--- src/sv/svf_pkg.sv ---
// Shared widths, register indexes and controller command type for the fade block.
`timescale 1ns / 1ps

package svf_pkg;

  // Field and register widths
  localparam int unsigned SampleW = 16;
  localparam int unsigned VolW    = 16;
  localparam int unsigned PosW    = 40;
  localparam int unsigned FracW   = 16;
  localparam int unsigned CfgIdxW = 2;
  localparam int unsigned CfgW    = 40;
  localparam int unsigned DivCntW = $clog2(FracW);

  // Configuration register indexes
  localparam logic [CfgIdxW-1:0] RegVolume = 2'd0;
  localparam logic [CfgIdxW-1:0] RegFadeStart = 2'd1;
  localparam logic [CfgIdxW-1:0] RegTotal = 2'd2;
  localparam logic [CfgIdxW-1:0] RegLoop = 2'd3;

  // Controller to datapath commands, at most one high per cycle
  typedef struct packed {
    logic load_in;   // capture an accepted request
    logic prep_pos;  // end-of-track check, remainder load, volume product
    logic prep_len;  // fade length, fade decision, position advance
    logic div_step;  // one quotient bit of the fade fraction
    logic mul_frac;  // apply fade fraction
    logic load_out;  // saturate and fill the output register
  } svf_cmd_t;

endpackage

--- src/sv/svf_ctrl.sv ---
// Sequencing state machine and output valid flag of the fade block.
`timescale 1ns / 1ps

module svf_ctrl (
  input  logic              clk_i,
  input  logic              rst_ni,
  input  logic              in_valid_i,
  output logic              in_ready_o,
  output logic              out_valid_o,
  input  logic              out_ready_i,
  output svf_pkg::svf_cmd_t cmd_o
);

  localparam logic [2:0] StIdle    = 3'd0;
  localparam logic [2:0] StPrepPos = 3'd1;
  localparam logic [2:0] StPrepLen = 3'd2;
  localparam logic [2:0] StDiv     = 3'd3;
  localparam logic [2:0] StMul     = 3'd4;
  localparam logic [2:0] StFinish  = 3'd5;

  localparam logic [svf_pkg::DivCntW-1:0] DivLast = svf_pkg::DivCntW'(svf_pkg::FracW - 1);

  logic [2:0]                  state_q, state_d;
  logic [svf_pkg::DivCntW-1:0] cnt_q, cnt_d;
  logic                        ovalid_q, ovalid_d;
  logic                        out_free;

  assign out_free    = !ovalid_q || out_ready_i;
  assign in_ready_o  = (state_q == StIdle);
  assign out_valid_o = ovalid_q;

  // Next state and commands
  always_comb begin
    state_d  = state_q;
    cnt_d    = cnt_q;
    ovalid_d = ovalid_q;
    cmd_o    = '0;
    if (ovalid_q && out_ready_i) begin
      ovalid_d = 1'b0;
    end
    unique case (state_q)
      StIdle: begin
        if (in_valid_i) begin
          cmd_o.load_in = 1'b1;
          state_d       = StPrepPos;
        end
      end
      StPrepPos: begin
        cmd_o.prep_pos = 1'b1;
        state_d        = StPrepLen;
      end
      StPrepLen: begin
        cmd_o.prep_len = 1'b1;
        cnt_d          = '0;
        state_d        = StDiv;
      end
      StDiv: begin
        cmd_o.div_step = 1'b1;
        cnt_d          = cnt_q + 1'b1;
        if (cnt_q == DivLast) begin
          state_d = StMul;
        end
      end
      StMul: begin
        cmd_o.mul_frac = 1'b1;
        state_d        = StFinish;
      end
      StFinish: begin
        // hold until the output register is free
        if (out_free) begin
          cmd_o.load_out = 1'b1;
          ovalid_d       = 1'b1;
          state_d        = StIdle;
        end
      end
      default: begin
        state_d = StIdle;
      end
    endcase
  end

  always_ff @(posedge clk_i or negedge rst_ni) begin
    if (!rst_ni) begin
      state_q  <= StIdle;
      cnt_q    <= '0;
      ovalid_q <= 1'b0;
    end else begin
      state_q  <= state_d;
      cnt_q    <= cnt_d;
      ovalid_q <= ovalid_d;
    end
  end

endmodule

--- src/sv/svf_datapath.sv ---
// Config registers, frame position, serial fade divider, gain multipliers and saturation.
`timescale 1ns / 1ps

module svf_datapath (
  input  logic                               clk_i,
  input  logic                               rst_ni,
  input  svf_pkg::svf_cmd_t                  cmd_i,
  input  logic                               cfg_we_i,
  input  logic [svf_pkg::CfgIdxW-1:0]        cfg_idx_i,
  input  logic [svf_pkg::CfgW-1:0]           cfg_data_i,
  input  logic signed [svf_pkg::SampleW-1:0] left_sample_i,
  input  logic signed [svf_pkg::SampleW-1:0] right_sample_i,
  output logic signed [svf_pkg::SampleW-1:0] left_out_o,
  output logic signed [svf_pkg::SampleW-1:0] right_out_o,
  output logic                               fading_o,
  output logic                               past_end_o
);

  localparam int unsigned SW    = svf_pkg::SampleW;
  localparam int unsigned PW    = svf_pkg::PosW;
  localparam int unsigned FW    = svf_pkg::FracW;
  localparam int unsigned P1W   = SW + svf_pkg::VolW;
  localparam int unsigned P2W   = P1W + FW + 1;
  localparam int unsigned Shift = 28;
  localparam int unsigned MagW  = P2W - Shift;

  localparam logic [svf_pkg::VolW-1:0] VolReset = svf_pkg::VolW'(4096);
  localparam logic [PW-1:0]            PosMax   = '1;
  localparam logic [FW:0]              FracOne  = (FW+1)'(1) << FW;
  localparam logic [MagW-1:0]          PosLimit = MagW'(32767);
  localparam logic [MagW-1:0]          NegLimit = MagW'(32768);

  // Magnitude of a signed sample; the most negative value maps to 2^(SW-1)
  function automatic logic [SW-1:0] mag_of(input logic signed [SW-1:0] s);
    logic [SW-1:0] m;
    m = s[SW-1] ? (~s + 1'b1) : s;
    return m;
  endfunction

  // Signed saturation of a truncated magnitude
  function automatic logic [SW-1:0] sat_of(input logic neg, input logic [MagW-1:0] p);
    logic [SW-1:0] r;
    if (neg) begin
      r = (p > NegLimit) ? {1'b1, {(SW-1){1'b0}}} : (~p[SW-1:0] + 1'b1);
    end else begin
      r = (p > PosLimit) ? {1'b0, {(SW-1){1'b1}}} : p[SW-1:0];
    end
    return r;
  endfunction

  logic [svf_pkg::VolW-1:0] vol_q;
  logic [PW-1:0]            fstart_q, total_q, pos_q;
  logic                     loop_q;

  logic signed [SW-1:0] lsamp_q, rsamp_q;
  logic                 lneg_q, rneg_q;
  logic [P1W-1:0]       lp1_q, rp1_q;
  logic [P2W-1:0]       lp2_q, rp2_q;
  logic                 past_q, fade_q;
  logic [PW-1:0]        len_q, rem_q;
  logic [FW-1:0]        quo_q;

  logic [PW:0]          len_ext, rem_sh, rem_sub;
  logic [FW:0]          frac;

  logic signed [SW-1:0] lout_q, rout_q;
  logic                 fading_q, pend_q;

  // Configuration registers and frame position
  always_ff @(posedge clk_i or negedge rst_ni) begin
    if (!rst_ni) begin
      vol_q    <= VolReset;
      fstart_q <= '0;
      total_q  <= '0;
      loop_q   <= 1'b0;
      pos_q    <= '0;
    end else begin
      if (cfg_we_i) begin
        unique case (cfg_idx_i)
          svf_pkg::RegVolume:    vol_q    <= cfg_data_i[svf_pkg::VolW-1:0];
          svf_pkg::RegFadeStart: fstart_q <= cfg_data_i[PW-1:0];
          svf_pkg::RegTotal:     total_q  <= cfg_data_i[PW-1:0];
          svf_pkg::RegLoop:      loop_q   <= cfg_data_i[0];
          default: ;
        endcase
      end
      if (cmd_i.prep_len && (pos_q != PosMax)) begin
        pos_q <= pos_q + 1'b1;
      end
    end
  end

  // One restoring division step: remainder stays below the fade length
  assign len_ext = {1'b0, len_q};
  assign rem_sh  = {rem_q, 1'b0};
  assign rem_sub = rem_sh - len_ext;
  assign frac    = fade_q ? {1'b0, quo_q} : FracOne;

  // Working registers
  always_ff @(posedge clk_i) begin
    if (cmd_i.load_in) begin
      lsamp_q <= left_sample_i;
      rsamp_q <= right_sample_i;
    end
    if (cmd_i.prep_pos) begin
      past_q <= !loop_q && (pos_q >= total_q);
      rem_q  <= total_q - pos_q;
      lneg_q <= lsamp_q[SW-1];
      rneg_q <= rsamp_q[SW-1];
      lp1_q  <= mag_of(lsamp_q) * vol_q;
      rp1_q  <= mag_of(rsamp_q) * vol_q;
    end
    if (cmd_i.prep_len) begin
      len_q  <= total_q - fstart_q;
      fade_q <= !loop_q && !past_q && (total_q > fstart_q) && (pos_q > fstart_q);
    end
    if (cmd_i.div_step) begin
      if (rem_sh >= len_ext) begin
        rem_q <= rem_sub[PW-1:0];
        quo_q <= {quo_q[FW-2:0], 1'b1};
      end else begin
        rem_q <= rem_sh[PW-1:0];
        quo_q <= {quo_q[FW-2:0], 1'b0};
      end
    end
    if (cmd_i.mul_frac) begin
      lp2_q <= lp1_q * frac;
      rp2_q <= rp1_q * frac;
    end
    if (cmd_i.load_out) begin
      if (past_q) begin
        lout_q <= '0;
        rout_q <= '0;
      end else begin
        lout_q <= sat_of(lneg_q, lp2_q[P2W-1:Shift]);
        rout_q <= sat_of(rneg_q, rp2_q[P2W-1:Shift]);
      end
      fading_q <= fade_q;
      pend_q   <= past_q;
    end
  end

  assign left_out_o  = lout_q;
  assign right_out_o = rout_q;
  assign fading_o    = fading_q;
  assign past_end_o  = pend_q;

endmodule

--- src/sv/stereo_volume_fade_out.sv ---
// Stereo volume and linear fade-out stage, top level.
`timescale 1ns / 1ps

// Scales each stereo frame by the Q4.12 volume and, past the fade start, by a
// Q0.16 linear fade fraction; results truncate toward zero and saturate to 16
// bits. Frames are processed one at a time, in these steps: the request
// cycle, the position and length setup states, a serial divider for the fade
// fraction that yields one quotient bit per cycle, and the multiply and saturate
// states. The input is ready again in the cycle the result appears, so a frame
// is taken only once the previous one is through. The result waits in an output
// register, so the next request is accepted while it is still unclaimed; that
// next frame then holds in its last step until the register is claimed. Frames
// at or past total_frames (unless loop_forever is set) come out as zero with
// past_end set; position counts frames since reset and saturates at 2^40 - 1.
module stereo_volume_fade_out (
  input  logic                          clk_i,
  input  logic                          rst_ni,
  input  logic                          cfg_we_i,
  input  logic [svf_pkg::CfgIdxW-1:0]   cfg_idx_i,
  input  logic [svf_pkg::CfgW-1:0]      cfg_data_i,
  input  logic                          s_axis_tvalid,
  output logic                          s_axis_tready,
  input  logic [2*svf_pkg::SampleW-1:0] s_axis_tdata,  // left_sample, right_sample
  output logic                          m_axis_tvalid,
  input  logic                          m_axis_tready,
  output logic [2*svf_pkg::SampleW-1:0] m_axis_tdata,  // left_out, right_out
  output logic [1:0]                    m_axis_tuser   // fading, past_end
);

  localparam int unsigned SW = svf_pkg::SampleW;

  svf_pkg::svf_cmd_t cmd;
  logic signed [SW-1:0] left_out, right_out;
  logic fading, past_end;

  svf_ctrl u_ctrl (
    .clk_i       (clk_i),
    .rst_ni      (rst_ni),
    .in_valid_i  (s_axis_tvalid),
    .in_ready_o  (s_axis_tready),
    .out_valid_o (m_axis_tvalid),
    .out_ready_i (m_axis_tready),
    .cmd_o       (cmd)
  );

  svf_datapath u_datapath (
    .clk_i          (clk_i),
    .rst_ni         (rst_ni),
    .cmd_i          (cmd),
    .cfg_we_i       (cfg_we_i),
    .cfg_idx_i      (cfg_idx_i),
    .cfg_data_i     (cfg_data_i),
    .left_sample_i  (s_axis_tdata[SW-1:0]),
    .right_sample_i (s_axis_tdata[2*SW-1:SW]),
    .left_out_o     (left_out),
    .right_out_o    (right_out),
    .fading_o       (fading),
    .past_end_o     (past_end)
  );

  assign m_axis_tdata = {right_out, left_out};
  assign m_axis_tuser = {past_end, fading};

  // A request keeps the block busy for the next cycle
  a_busy_after_req : assert property (@(posedge clk_i) disable iff (!rst_ni)
    s_axis_tvalid && s_axis_tready |=> !s_axis_tready)
    else $error("input ready right after a request");

  // A frame is never both fading and past the end
  a_flags_exclusive : assert property (@(posedge clk_i) disable iff (!rst_ni)
    m_axis_tvalid |-> !(m_axis_tuser[0] && m_axis_tuser[1]))
    else $error("fading and past_end both set");

  // Past the end the samples are silent
  a_past_silent : assert property (@(posedge clk_i) disable iff (!rst_ni)
    m_axis_tvalid && m_axis_tuser[1] |-> m_axis_tdata == '0)
    else $error("nonzero output past the end");

endmodule
--- config.mk ---
export PLATFORM = sky130hd
export DESIGN_NAME = stereo_volume_fade_out
export DESIGN_NICKNAME = d
export VERILOG_FILES = /design/src/sv/svf_pkg.sv /design/src/sv/svf_ctrl.sv /design/src/sv/svf_datapath.sv /design/src/sv/stereo_volume_fade_out.sv
export SDC_FILE = /design/constraint.sdc
export NUM_CORES = 2
export LEC_CHECK = 0
export BUFFER_PORTS_ARGS = -buffer_cell sky130_fd_sc_hd__buf_2
export CORE_ASPECT_RATIO = 0.5
export CORE_MARGIN = 1
export CORE_UTILIZATION = 67
export DETAILED_ROUTE_END_ITERATION = 8
export PLACE_DENSITY = 0.94
export SLEW_MARGIN = 5
export SYNTH_ARGS = -nofsm -noshare
export SYNTH_HDL_FRONTEND = slang
export SYNTH_SLANG_ARGS = --single-unit
export TNS_END_PERCENT = 1
--- constraint.sdc ---
create_clock -name clk_i -period 9.5 [get_ports clk_i]
set_input_delay 0.95 -clock clk_i [delete_from_list [all_inputs] [get_ports clk_i]]
set_output_delay 0.95 -clock clk_i [all_outputs]
set_load 0.005 [all_outputs]
# Word level (Yosys, flattened, before mapping)

Cells that the tools add are included.

Register bits: 473
Output and inout port bits: 36

Add/subtract/negate cells: 9
$mul: 4
Magnitude comparators: 8
Equal/unequal tests: 13
Multiplexer cells: 29
Bitwise gates (word level): 4
Reductions and logical operators: 19

Operator list:

| kind                    | number |
|---|---|
| $mux W16                | 8 |
| $mux W40                | 3 |
| $sub A40 B40 Y40        | 3 |
| $mul A32 B17 Y49        | 2 |
| $gt A40 B40 Y1          | 2 |
| $add A16 B1 Y16 const B | 4 |
| $mul A16 B16 Y32        | 2 |
| $not A16 Y16            | 4 |
| $gt A21 B15 Y1 const B  | 2 |
| $gt A21 B16 Y1 const B  | 2 |
| $ge A41 B40 Y1          | 1 |
| $add A40 B1 Y40 const B | 1 |
| $ge A40 B40 Y1          | 1 |
| $ne A40 B40 Y1 const B  | 1 |
| $pmux W3 S6             | 1 |
| $mux W17                | 1 |
| $mux W1                 | 12 |
| $mux W3                 | 3 |
| $pmux W4 S2             | 1 |
| $reduce_and A2 Y1       | 4 |
| $eq A3 B2 Y1 const B    | 2 |
| $eq A3 B3 Y1 const B    | 2 |
| $logic_and A1 B1 Y1     | 6 |
| $add A4 B1 Y4 const B   | 1 |
| other kinds (12)        | 17 |

# Depth between registers and ports, before layout

Depth in word-level cells: 4
Mapped depth: 32
Gate-level depth less buffers: 30

# Hierarchy

Synthesis repeated with hierarchy kept, for this count alone.

Cell total of the unflattened synthesis: 8017
Area, all modules: 73874.6 um2

Modules (own cells, without submodules):

| module                 | times used | cells an instance | area each (um2) | seq. area each (um2) |
|---|---|---|---|---|
| svf_datapath           | 1          | 7969              | 73397.9         | 11597.4 |
| svf_ctrl               | 1          | 46                | 461.7           | 200.2 |
| stereo_volume_fade_out | 1          | 2                 | 15.0            | 0.0 |

# Least setup slack after synthesis

Ideal clock, no wire load.

Kind: register -> register
Start: reg u_datapath.lsamp_q[0]
End: reg u_datapath.lp1_q[30], data pin
Library setup time: 0.265 ns
Arrival: 7.648 ns
Path slack: 1.587 ns
Cell stages (with the launch flop): 32
Buffers on the path: 3
Clock period less this slack: 7.913 ns
Cell sequence: edfxtp_1 > buf_1 > clkbuf_1 > inv_1 > ha_1 > inv_1 > or4_1 > or4_1 > o21ai_0 > xnor2_1 > clkbuf_1 > nand2_1 > fa_1 > fa_1 > fa_1 > inv_1 > fa_1 > fa_1 > inv_1 > fa_1 > inv_1 > ha_1 > a21o_1 > a21o_1 > a21oi_1 > nor2b_1 > nor4_1 > o311ai_0 > a41oi_1 > o31a_1 > o21ai_0 > xor2_1

Cells in the longest elaborated chain, start to end: 4

RTL lines:

| item                     | line                | source |
|---|---|---|
| start: declaration       | svf_datapath.sv:55  | `logic signed [SW-1:0] lsamp_q, rsamp_q;` |
| start signal: assignment | svf_datapath.sv:102 | `lsamp_q <= left_sample_i;` |
| $not A16 Y16             | svf_datapath.sv:36  | `m = s[SW-1] ? (~s + 1'b1) : s;` |
| $add A16 B1 Y16          | svf_datapath.sv:36  |  |
| $mux W16 (*)             | svf_datapath.sv:36  |  |
| $mul A16 B16 Y32 (*)     | svf_datapath.sv:110 | `lp1_q <= mag_of(lsamp_q) * vol_q;` |
| end signal: assignment   | svf_datapath.sv:110 |  |
| end: declaration         | svf_datapath.sv:57  | `logic [P1W-1:0] lp1_q, rp1_q;` |

Mark *: on every way between the ends. The rest lies on a longest branch, timed or not.
A chain may end at the register's enable or synchronous reset.

# Worst setup path after layout

Start: reg u_datapath.fade_q
End: reg u_datapath.lp2_q[47], data pin

Cells in the longest elaborated chain, start to end: 2

RTL lines:

| item                     | line                | source |
|---|---|---|
| start: declaration       | svf_datapath.sv:59  | `logic past_q, fade_q;` |
| start signal: assignment | svf_datapath.sv:115 | `fade_q <= !loop_q && !past_q && (total_q > fstart_q) && (pos_q > fstart_q);` |
| $mux W17                 | svf_datapath.sv:97  | `assign frac = fade_q ? {1'b0, quo_q} : FracOne;` |
| $mul A32 B17 Y49         | svf_datapath.sv:127 | `lp2_q <= lp1_q * frac;` |
| end signal: assignment   | svf_datapath.sv:127 |  |
| end: declaration         | svf_datapath.sv:58  | `logic [P2W-1:0] lp2_q, rp2_q;` |

Every way passes these cells.

==> flow_summary.ini <==
[placement]
portBuffers = 114
detailedPlacementHpwl_mm = 154
gp_congestion = 0.982

[synth]
synth_fp_nets = 9992
synthDominantCellAreaShare = 0.348
asyncSetResetFlopFracSynth = 0.348
synthDistinctLibCells = 82
yosysWarningCount = 0
synth_edf_count = 272
synthDominantAreaCellType = sky130_fd_sc_hd__fa_1
postSynthAreaPerCell_um2 = 9.22
postSynthRegisterBits = 417
seq_area_frac_synth = 0.160
most_area_consuming_cells_after_synthesis = sky130_fd_sc_hd__fa_1 (35%), sky130_fd_sc_hd__edfxtp_1 (11%), sky130_fd_sc_hd__ha_1 (10%), sky130_fd_sc_hd__inv_1 (8.4%), sky130_fd_sc_hd__nand2_1 (5.7%)
netlist_area_um2 = 73900
syn-instance-count = 8010
ys.flop_type = sky130_fd_sc_hd__edfxtp_1

[route]
starting_drt_drc_count = 7293
totalWireLength_mm = 202
route.detailed.wl_per_inst_um = 21.5
avgViaCountPerCell = 6.24
routed-via-count = 58500
final_antenna_net_count = 0
firstDrtPassIters = 9
drcViolationCount = 0

[cells_and_area]
sequential_cell_area_um2 = 11800
num-fill-cells = 7054
nNetsFinal = 9882
post_route_cells_drive_above_1_share = 0.0566
flow.area_growth_from_synthesis_pct = 4.54
multi_input_area_um2 = 54500

[clock_network]
cts_sinks = 417
cts_resized = 0
clock_tree.root_cell = sky130_fd_sc_hd__clkbuf_16
cts.reportedPaths.clkPinSlew_ns = 0.07
tritoncts = done
post-cts-setup-buffer-count = 0
tritoncts.num_buffers = 45
cts.htree.levels = 2
hold_bufs_inserted_after_cts = 0
cts_buffer_depth = 3
clkLatencyLatePin_ns = 0.64

[die]
io_pins = 115
die_span_x_um = 472
floorplan.initialDensity = 0.681
die_y_um = 237
die_area_um2 = 112000
placementRows = 85
placeableCoreArea_um2 = 108000

[min_path]
hp-class = in -> async

[worst_setup_path]
start_kind = flop
critical_path_class = reg -> reg
cp_max_fo = 45
arrival_ns = 9.18
setup.worst_path.end_class = flop
worstPathRequired_ns = 9.87

[sta]
achievable_freq_mhz = 114
finalCritPeriodShare = 0.927
final.setup.tns_ns = 0
max_slew.worst_pin.slew_ns = 1.28
setup_viol = 0
final_max_slew_viols = 0
finalHoldViolations = 0
grt_setup_unrepaired = false
clock-skew-final_ns = 0.0398
layout_min_cycle_time_ns = 8.81
worst_slew_margin_relative_to_its_limit = 0.149

[global_route]
grt_first_pass_wirelength_mm = 323
met2_usage = 0.592
grt_usage = 0.368
grt-busiest-layer = met2
met1_usage = 0.441
grt.overflow.total = 0
grt_antenna_before_repair = 14
grt_max_degree = 183
first_global_vias = 63400
globalRouteMet3Util = 0.109

[status]
outcome = complete, no violations

[job]
drv.max_cap_violation_count = 0
worst max-delay path: stages (launching register included):
cell,delay [ns]
sky130_fd_sc_hd__edfxtp_1,0.66
sky130_fd_sc_hd__and2_2,0.46
sky130_fd_sc_hd__buf_4,0.57
sky130_fd_sc_hd__nand2_1,0.17
sky130_fd_sc_hd__fa_1,0.54
sky130_fd_sc_hd__inv_1,0.06
sky130_fd_sc_hd__fa_1,0.41
sky130_fd_sc_hd__inv_1,0.10
sky130_fd_sc_hd__fa_1,0.41
sky130_fd_sc_hd__inv_1,0.10
sky130_fd_sc_hd__fa_1,0.42
sky130_fd_sc_hd__fa_1,0.49
sky130_fd_sc_hd__inv_1,0.05
sky130_fd_sc_hd__fa_1,0.47
sky130_fd_sc_hd__inv_1,0.05
sky130_fd_sc_hd__ha_1,0.19
sky130_fd_sc_hd__a21oi_1,0.20
sky130_fd_sc_hd__nor2_1,0.07
sky130_fd_sc_hd__o311a_1,0.32
sky130_fd_sc_hd__a211oi_1,0.72
sky130_fd_sc_hd__a21oi_1,0.46
sky130_fd_sc_hd__o2bb2ai_1,0.32
sky130_fd_sc_hd__o41ai_1,0.65
sky130_fd_sc_hd__o21ai_0,0.28
sky130_fd_sc_hd__a21oi_1,0.22
sky130_fd_sc_hd__xnor2_1,0.08
layout make-up:
type / instances / area share
diodes: 8 / 0.000259
clock buffers: 55 / 0.0165
clock inverters: 28 / 0.00373
inverters: 1661 / 0.0807
multi-input cells: 5564 / 0.706
flip-flops and latches: 417 / 0.153
well taps: 1435 / 0.0232
repair buffers: 211 / 0.0171
sequential cells by signal, summed over array words and instances (netlist names), 21 cells and up:
signal,cells
u_datapath.fstart_q,40
u_datapath.len_q,40
u_datapath.lp1_q,32
u_datapath.lp2_q,21
u_datapath.pos_q,40
u_datapath.rem_q,40
u_datapath.rp1_q,32
u_datapath.rp2_q,21
u_datapath.total_q,40
stage by stage:
| step | cell area, um2 | util | hold slack [ns] | cells | worst slack, ns |
|---|---|---|---|---|---|
| 2_1_floorplan | 73900 | - | 0.424 | 8010 | 1.59 |
| 5_1_grt | 77200 | 0.712 | 0.418 | 9377 | 0.424 |
| 3_3_place_gp | 75700 | 0.697 | 0.487 | 9288 | 1.27 |
| 4_1_cts | 77200 | 0.712 | 0.372 | 9371 | 0.927 |
| 6_report | 77200 | 0.712 | 0.367 | 9379 | 0.695 |
| 3_5_place_dp | 75700 | 0.697 | 0.493 | 9288 | 1.00 |
kinds of logic (layout without fill, tap and decap cells):
logic type,Yosys count,after routing,synth area share
simple gates,2413,2413,0.160
buf+inv,2029,1955,0.103
fa+ha+maj,1903,1903,0.453
compound gates,873,873,0.0758
flops,417,417,0.160
xor+xnor,257,257,0.0305
mux,118,118,0.0176
other cells,0,8,0
worst paths after layout:
kind                                                          start                             endpoint  slack [ns]  depth (start not counted)
worst max-delay path                    u_datapath.fade_q$_DFFE_PP_       u_datapath.lp2_q[47]$_DFFE_PP_        0.69                         25
worst min-delay path                                         rst_ni  u_datapath.fstart_q[32]$_DFFE_PN0P_        0.37                          1
worst max register to register          u_datapath.fade_q$_DFFE_PP_       u_datapath.lp2_q[47]$_DFFE_PP_        0.69                         25
worst min register to register  u_datapath.fstart_q[24]$_DFFE_PN0P_  u_datapath.fstart_q[24]$_DFFE_PN0P_        0.51                          1
max in group asynchronous                                    rst_ni    u_datapath.total_q[2]$_DFFE_PN0P_        7.77                          2
min in group clk_i                                 s_axis_tdata[11]     u_datapath.lsamp_q[11]$_DFFE_PP_        0.50                          1
Yosys cell counts, drive strengths merged (67+ instances only):
master     n
mux2      98
edfxtp   272
nor2     166
ha       618
xnor2    195
and3     393
a21o     137
inv     1661
nand2   1125
o21ai    162
nor2b     90
nand3     75
and2     262
dfrtp    144
a21oi    257
nand4     67
fa      1285
clkbuf   340
per-layer routing:
layer | wire length, um | up-vias | share of wire
met5 | 116 | - | 0.00058
met1 | 68300 | 28300 | 0.34
met3 | 26700 | 1197 | 0.13
met2 | 92700 | 4065 | 0.46
li1 | - | 25000 | -
met4 | 13700 | 6 | 0.068
layout by cell type, fill, tap and decap left out, types with 98 or more instances in the layout:
| cell type | Yosys | routed |
|---|---|---|
| sky130_fd_sc_hd__and3_1 | 393 | 393 |
| sky130_fd_sc_hd__a21oi_1 | 257 | 257 |
| sky130_fd_sc_hd__fa_1 | 1285 | 1285 |
| sky130_fd_sc_hd__edfxtp_1 | 272 | 272 |
| sky130_fd_sc_hd__nor2_1 | 166 | 165 |
| sky130_fd_sc_hd__o21ai_0 | 153 | 153 |
| sky130_fd_sc_hd__and2_1 | 259 | 249 |
| sky130_fd_sc_hd__nand2_1 | 1125 | 1125 |
| sky130_fd_sc_hd__xnor2_1 | 195 | 194 |
| sky130_fd_sc_hd__mux2_2 | 98 | 98 |
| sky130_fd_sc_hd__ha_1 | 618 | 618 |
| sky130_fd_sc_hd__buf_2 | 5 | 113 |
| sky130_fd_sc_hd__dfrtp_1 | 144 | 144 |
| sky130_fd_sc_hd__inv_1 | 1660 | 1659 |
| sky130_fd_sc_hd__a21o_1 | 137 | 137 |
Power is not shown: default switching activity piles up to over one toggle a cycle in this logic, so the estimate is an artifact.
